File: src/rtl/smeu_ram.sv
// smeu_ram: generic simple dual-port RAM, one write port and one registered read port.
// No dependencies.
module smeu_ram #(
  parameter int WIDTH = 8,
  parameter int DEPTH = 256
) (
  input  logic                     clk,
  input  logic                     we,
  input  logic [$clog2(DEPTH)-1:0] waddr,
  input  logic [WIDTH-1:0]         wdata,
  input  logic [$clog2(DEPTH)-1:0] raddr,
  output logic [WIDTH-1:0]         rdata
);

  logic [WIDTH-1:0] mem [DEPTH];

  // Write, then register the read data
  always_ff @(posedge clk) begin
    if (we) begin
      mem[waddr] <= wdata;
    end
    rdata <= mem[raddr];
  end

endmodule

File: config.mk
export PLATFORM = sky130hd
export DESIGN_NAME = smeu_ram
export DESIGN_NICKNAME = d
export VERILOG_FILES = /design/src/rtl/smeu_ram.sv
export SDC_FILE = /design/constraint.sdc
export NUM_CORES = 2
export LEC_CHECK = 0
export BUFFER_PORTS_ARGS = -buffer_cell sky130_fd_sc_hd__clkbuf_2
export CAP_MARGIN = 20
export CORE_MARGIN = 1
export CORE_UTILIZATION = 60
export CTS_CLUSTER_DIAMETER = 100
export DETAILED_ROUTE_END_ITERATION = 8
export PLACE_DENSITY_LB_ADDON = 0.1
export RECOVER_POWER = 25
export SYNTH_ARGS = -nofsm -noshare
export SYNTH_HDL_FRONTEND = slang
export SYNTH_SLANG_ARGS = --single-unit
File: constraint.sdc
create_clock -name clk -period 3.5 [get_ports clk]
set_clock_uncertainty 0.2 [all_clocks]
set_input_delay 0.7 -clock clk [delete_from_list [all_inputs] [get_ports clk]]
set_output_delay 0.7 -clock clk [all_outputs]
set_load 0.02 [all_outputs]
**Yosys cells after proc, flatten, opt, wreduce, memory -nomap -nowiden**

Memory sizes are Yosys's and may differ from the RTL's. A register that Yosys moved wholly into a read port is not among the register bits.
Cells that the tools add are included.

- Bits in registers: 0
- Memory bits (writable): 2048
- Output and inout bits: 8
- Logic and storage cells: 3
- Memories: 1

Memory list:

| memory | depth | bits a word | read ports | clocked after Yosys merged registers in | write ports | line | text |
|---|---|---|---|---|---|---|---|
| mem | 256 | 8 | 1 | 1 | 1 | 15 | `logic [WIDTH-1:0] mem [DEPTH];` |

- Multiplexer cells: 2

Operator list:

| operator | number |
|---|---|
| $mux W1 | 2 |

**Longest topological paths before layout**

- Depth after elaboration: 2
- Mapped depth: 11
- Depth with buffers taken out: 6

**Worst setup path after synthesis**

OpenSTA, ideal clock, no wires.

- Path kind: input to register
- Start: input port raddr[0]
- End: register rdata[2], read port of mem
- Setup time: 131 ps
- Arrival time: 2507 ps
- Required time: 3169 ps
- Path slack: 662 ps
- Cell stages on the path: 9
- Path buffers: 4
- Cells stage by stage: buf_6 > buf_12 > buf_8 > buf_2 > mux4_2 > a22oi_1 > a21oi_1 > nor4_1 > nor4_2

RTL lines:

| item | line | text |
|---|---|---|
| start: declaration | 11 | `input logic [$clog2(DEPTH)-1:0] raddr,` |
| end: declaration | 12 | `output logic [WIDTH-1:0] rdata` |

**Worst setup path after layout**

- Start: input port wdata[3]
- End: memory mem[131][3] (data pin)

RTL lines:

| item | line | text |
|---|---|---|
| start: declaration | 10 | `input logic [WIDTH-1:0] wdata,` |
| end: declaration | 15 |  |

No word-level cell before the write port.

==> flow_summary.ini <==
[clock_tree]
postCtsHoldBufs = 0
clkTransAtPathRegs_ps = 60
cts_tree = built
clk_path_buf_depth = 3
cts_resized = 0
htree_levels = 4
root_buffer = clkbuf_16
cts_setup_buffers = 0
cts_buffers = 197
clock-sinks = 2056
clk-insertion-delay-late_ps = 820

[setup_path]
critPathBufInv = 2
setup.worst_path.start_class = input pin
cp.required_ps = 3660
crit_family = buffers and inverters
path_class = in2reg
critical_path_arrival_ps = 3360
crit_fanout = 92
r2r_slack_ps = 530
crit_path_max_incr_delay_ps = 1480
slowest_stage = buf_2
crit_chain = clkbuf_1 > buf_2
cp-end-kind = flop

[global_routing]
grt_antenna_before_repair = 8
grt-ovfl-total = 0
grt_max_degree = 95
grt_first_pass_wirelength_mm = 290
first_global_vias = 41500
track_usage = 0.302

[power_and_ir_drop]
ir_drop_mv = 0.474
total_leakage_power_nw = 29.4
power-per-cell-area_nw_per_um2 = 550
power.total_mw = 50.3

[detailed_routing]
viasPerCell = 6.62
post_drt_wl_per_cell_um = 32.1
drc = 0
drtIter0Drc = 5959
ant_nets = 0
drtPass1Iterations = 6
wl_mm = 199
vias = 41100

[place]
pre_cts_ws_ps = -504
io_buffers = 33
place_congestion = 0.882
place_area_um2 = 85400
dpl.hpwl_mm = 129
dp.cells = 5832

[synth]
synth_cell_type_count = 55
seq_area_frac_synth = 0.775
async_reset_ff_frac = 0
synth_area_um2 = 79600
synth_nets = 3759
synth_edf_count = 2048
synth_top_flop_cell = edfxtp_1
ys_ff_latch = 2056
netlist_instances = 3733
synth.avg_cell_area_um2 = 21.3
yosys_warnings = 0

[die]
die_h_um = 366
num_io_pins = 34
num_rows = 133
dieArea_um2 = 134000
initial_core_util = 0.605
core-area_um2 = 131000
die_w_um = 366

[sta]
fmax_mhz = 312
setup_viol = 0
hold_viol_final = 0
tightest_slew_ps = 2510
fin_crit_ps = 3200
relSlewSlack = -0.677
fin_ws_ps = 297
rsz0062_at_grt = no
drv_slew = 717
fin_crit_sh = 0.915
hold_slack_ps = 403

[final_layout]
layoutNonFillerInstCount = 6202
final_cell_mix = 2,048 x edfxtp_1, 480 x buf_4, 454 x mux4_2
area_growth_pct = 15.0
nets = 4303
design_area_um2 = 91500
drive_gt1_frac = 0.297
final_common_cell = edfxtp_1

[flow_run]
cap_viol_max_count = 10

[outcome]
status = complete, but fails checks
violations = max-capacitance violations, max-slew violations

[min_path]
hold_class = in2reg
## synth_stat cells (3+ instances only)
cell type / n / share of area
a211oi_1: 16 / 0.0015
a21oi_1: 96 / 0.0060
a221oi_1: 13 / 0.0014
a22o_1: 8 / 0.00088
a22oi_1: 133 / 0.013
and2_1: 6 / 0.00047
buf_1: 22 / 0.0010
buf_12: 8 / 0.0020
buf_2: 31 / 0.0020
buf_4: 27 / 0.0025
buf_6: 21 / 0.0030
buf_8: 13 / 0.0025
clkbuf_1: 111 / 0.0052
dfxtp_1: 8 / 0.0020
edfxtp_1: 2048 / 0.77
mux2i_1: 134 / 0.017
mux4_2: 454 / 0.13
nand2_1: 33 / 0.0016
nand2b_1: 8 / 0.00063
nand3_1: 34 / 0.0021
nand4_1: 10 / 0.00079
nor2_1: 282 / 0.013
nor2b_1: 31 / 0.0024
nor3_1: 22 / 0.0014
nor4_1: 24 / 0.0019
nor4_2: 3 / 0.00047
o211ai_1: 10 / 0.00094
o21ai_0: 10 / 0.00063
o221ai_1: 46 / 0.0051
o22a_1: 5 / 0.00055
o22ai_1: 28 / 0.0022
o32ai_1: 4 / 0.00044
or2_2: 4 / 0.00031
## final cells by class
| cell class | instances | area (um2) |
|---|---|---|
| sequential | 2056 | 61700 |
| fill | 8071 | 40000 |
| multi-input combinational | 1442 | 16500 |
| clock buffer | 238 | 5190 |
| timing repair buffer | 578 | 4940 |
| tap | 1755 | 2200 |
| clock inverter | 128 | 982 |
| inverter | 2 | 7.51 |
| antenna | 3 | 7.51 |
## worst register-to-register path, cell delays in order (launching register included)
cell and delay [ps]:
edfxtp_1 410, mux4_2 480, mux4_2 510, nor2b_1 180, nor4_1 780, buf_4 250, nor4_1 50
## final timing paths
| path | from | cells past startpoint | end |
|---|---|---|---|
| min | waddr[2] | 4 | mem[222][7]$_DFFE_PP_ |
| min reg2reg | mem[40][3]$_DFFE_PP_ | 7 | rdata[3]$_DFF_P_ |
| max reg2reg | mem[71][1]$_DFFE_PP_ | 6 | rdata[1]$_DFF_P_ |
| max | wdata[3] | 2 | mem[131][3]$_DFFE_PP_ |
## cells by family (layout without fill, tap and decap cells)
group / count (synthesis) / after routing / synth area share
and+or+nand+nor: 466 / 466 / 0.0263
other: 0 / 3 / 0
AOI/OAI and AO/OA: 385 / 385 / 0.0342
muxes: 591 / 591 / 0.146
DFF: 2056 / 2056 / 0.775
buffers and inverters: 235 / 946 / 0.0183
## metal layers
layer  track usage  wire length, um  vias to the layer above
met1         0.441            78000                    21600
met3        0.0469            17800                      369
met5             0               75                        -
li1              -                -                    16800
met2         0.476            96600                     2302
met4         0.103             6760                        8
## state kept, by name, summed over array words and instances (netlist names)
signal / cells
mem: 2048
rdata: 8
## per-stage QoR
stage                     TNS, ps  utilization
after global placement      -3590        0.650
after global routing            0        0.696
after detailed placement    -1870        0.650
after CTS                       0        0.697
after floorplan                 0            -
final                           0        0.696
## report_power, final
group	total (mW)	internal, mW	leakage, nW	switching [mW]
Combinational	2.66	1.00	7.95	1.66
Sequential	27.2	27.2	18.5	0.0595
Clock	20.4	11.5	3.02	8.90
Power figures use the tool's default switching activity.
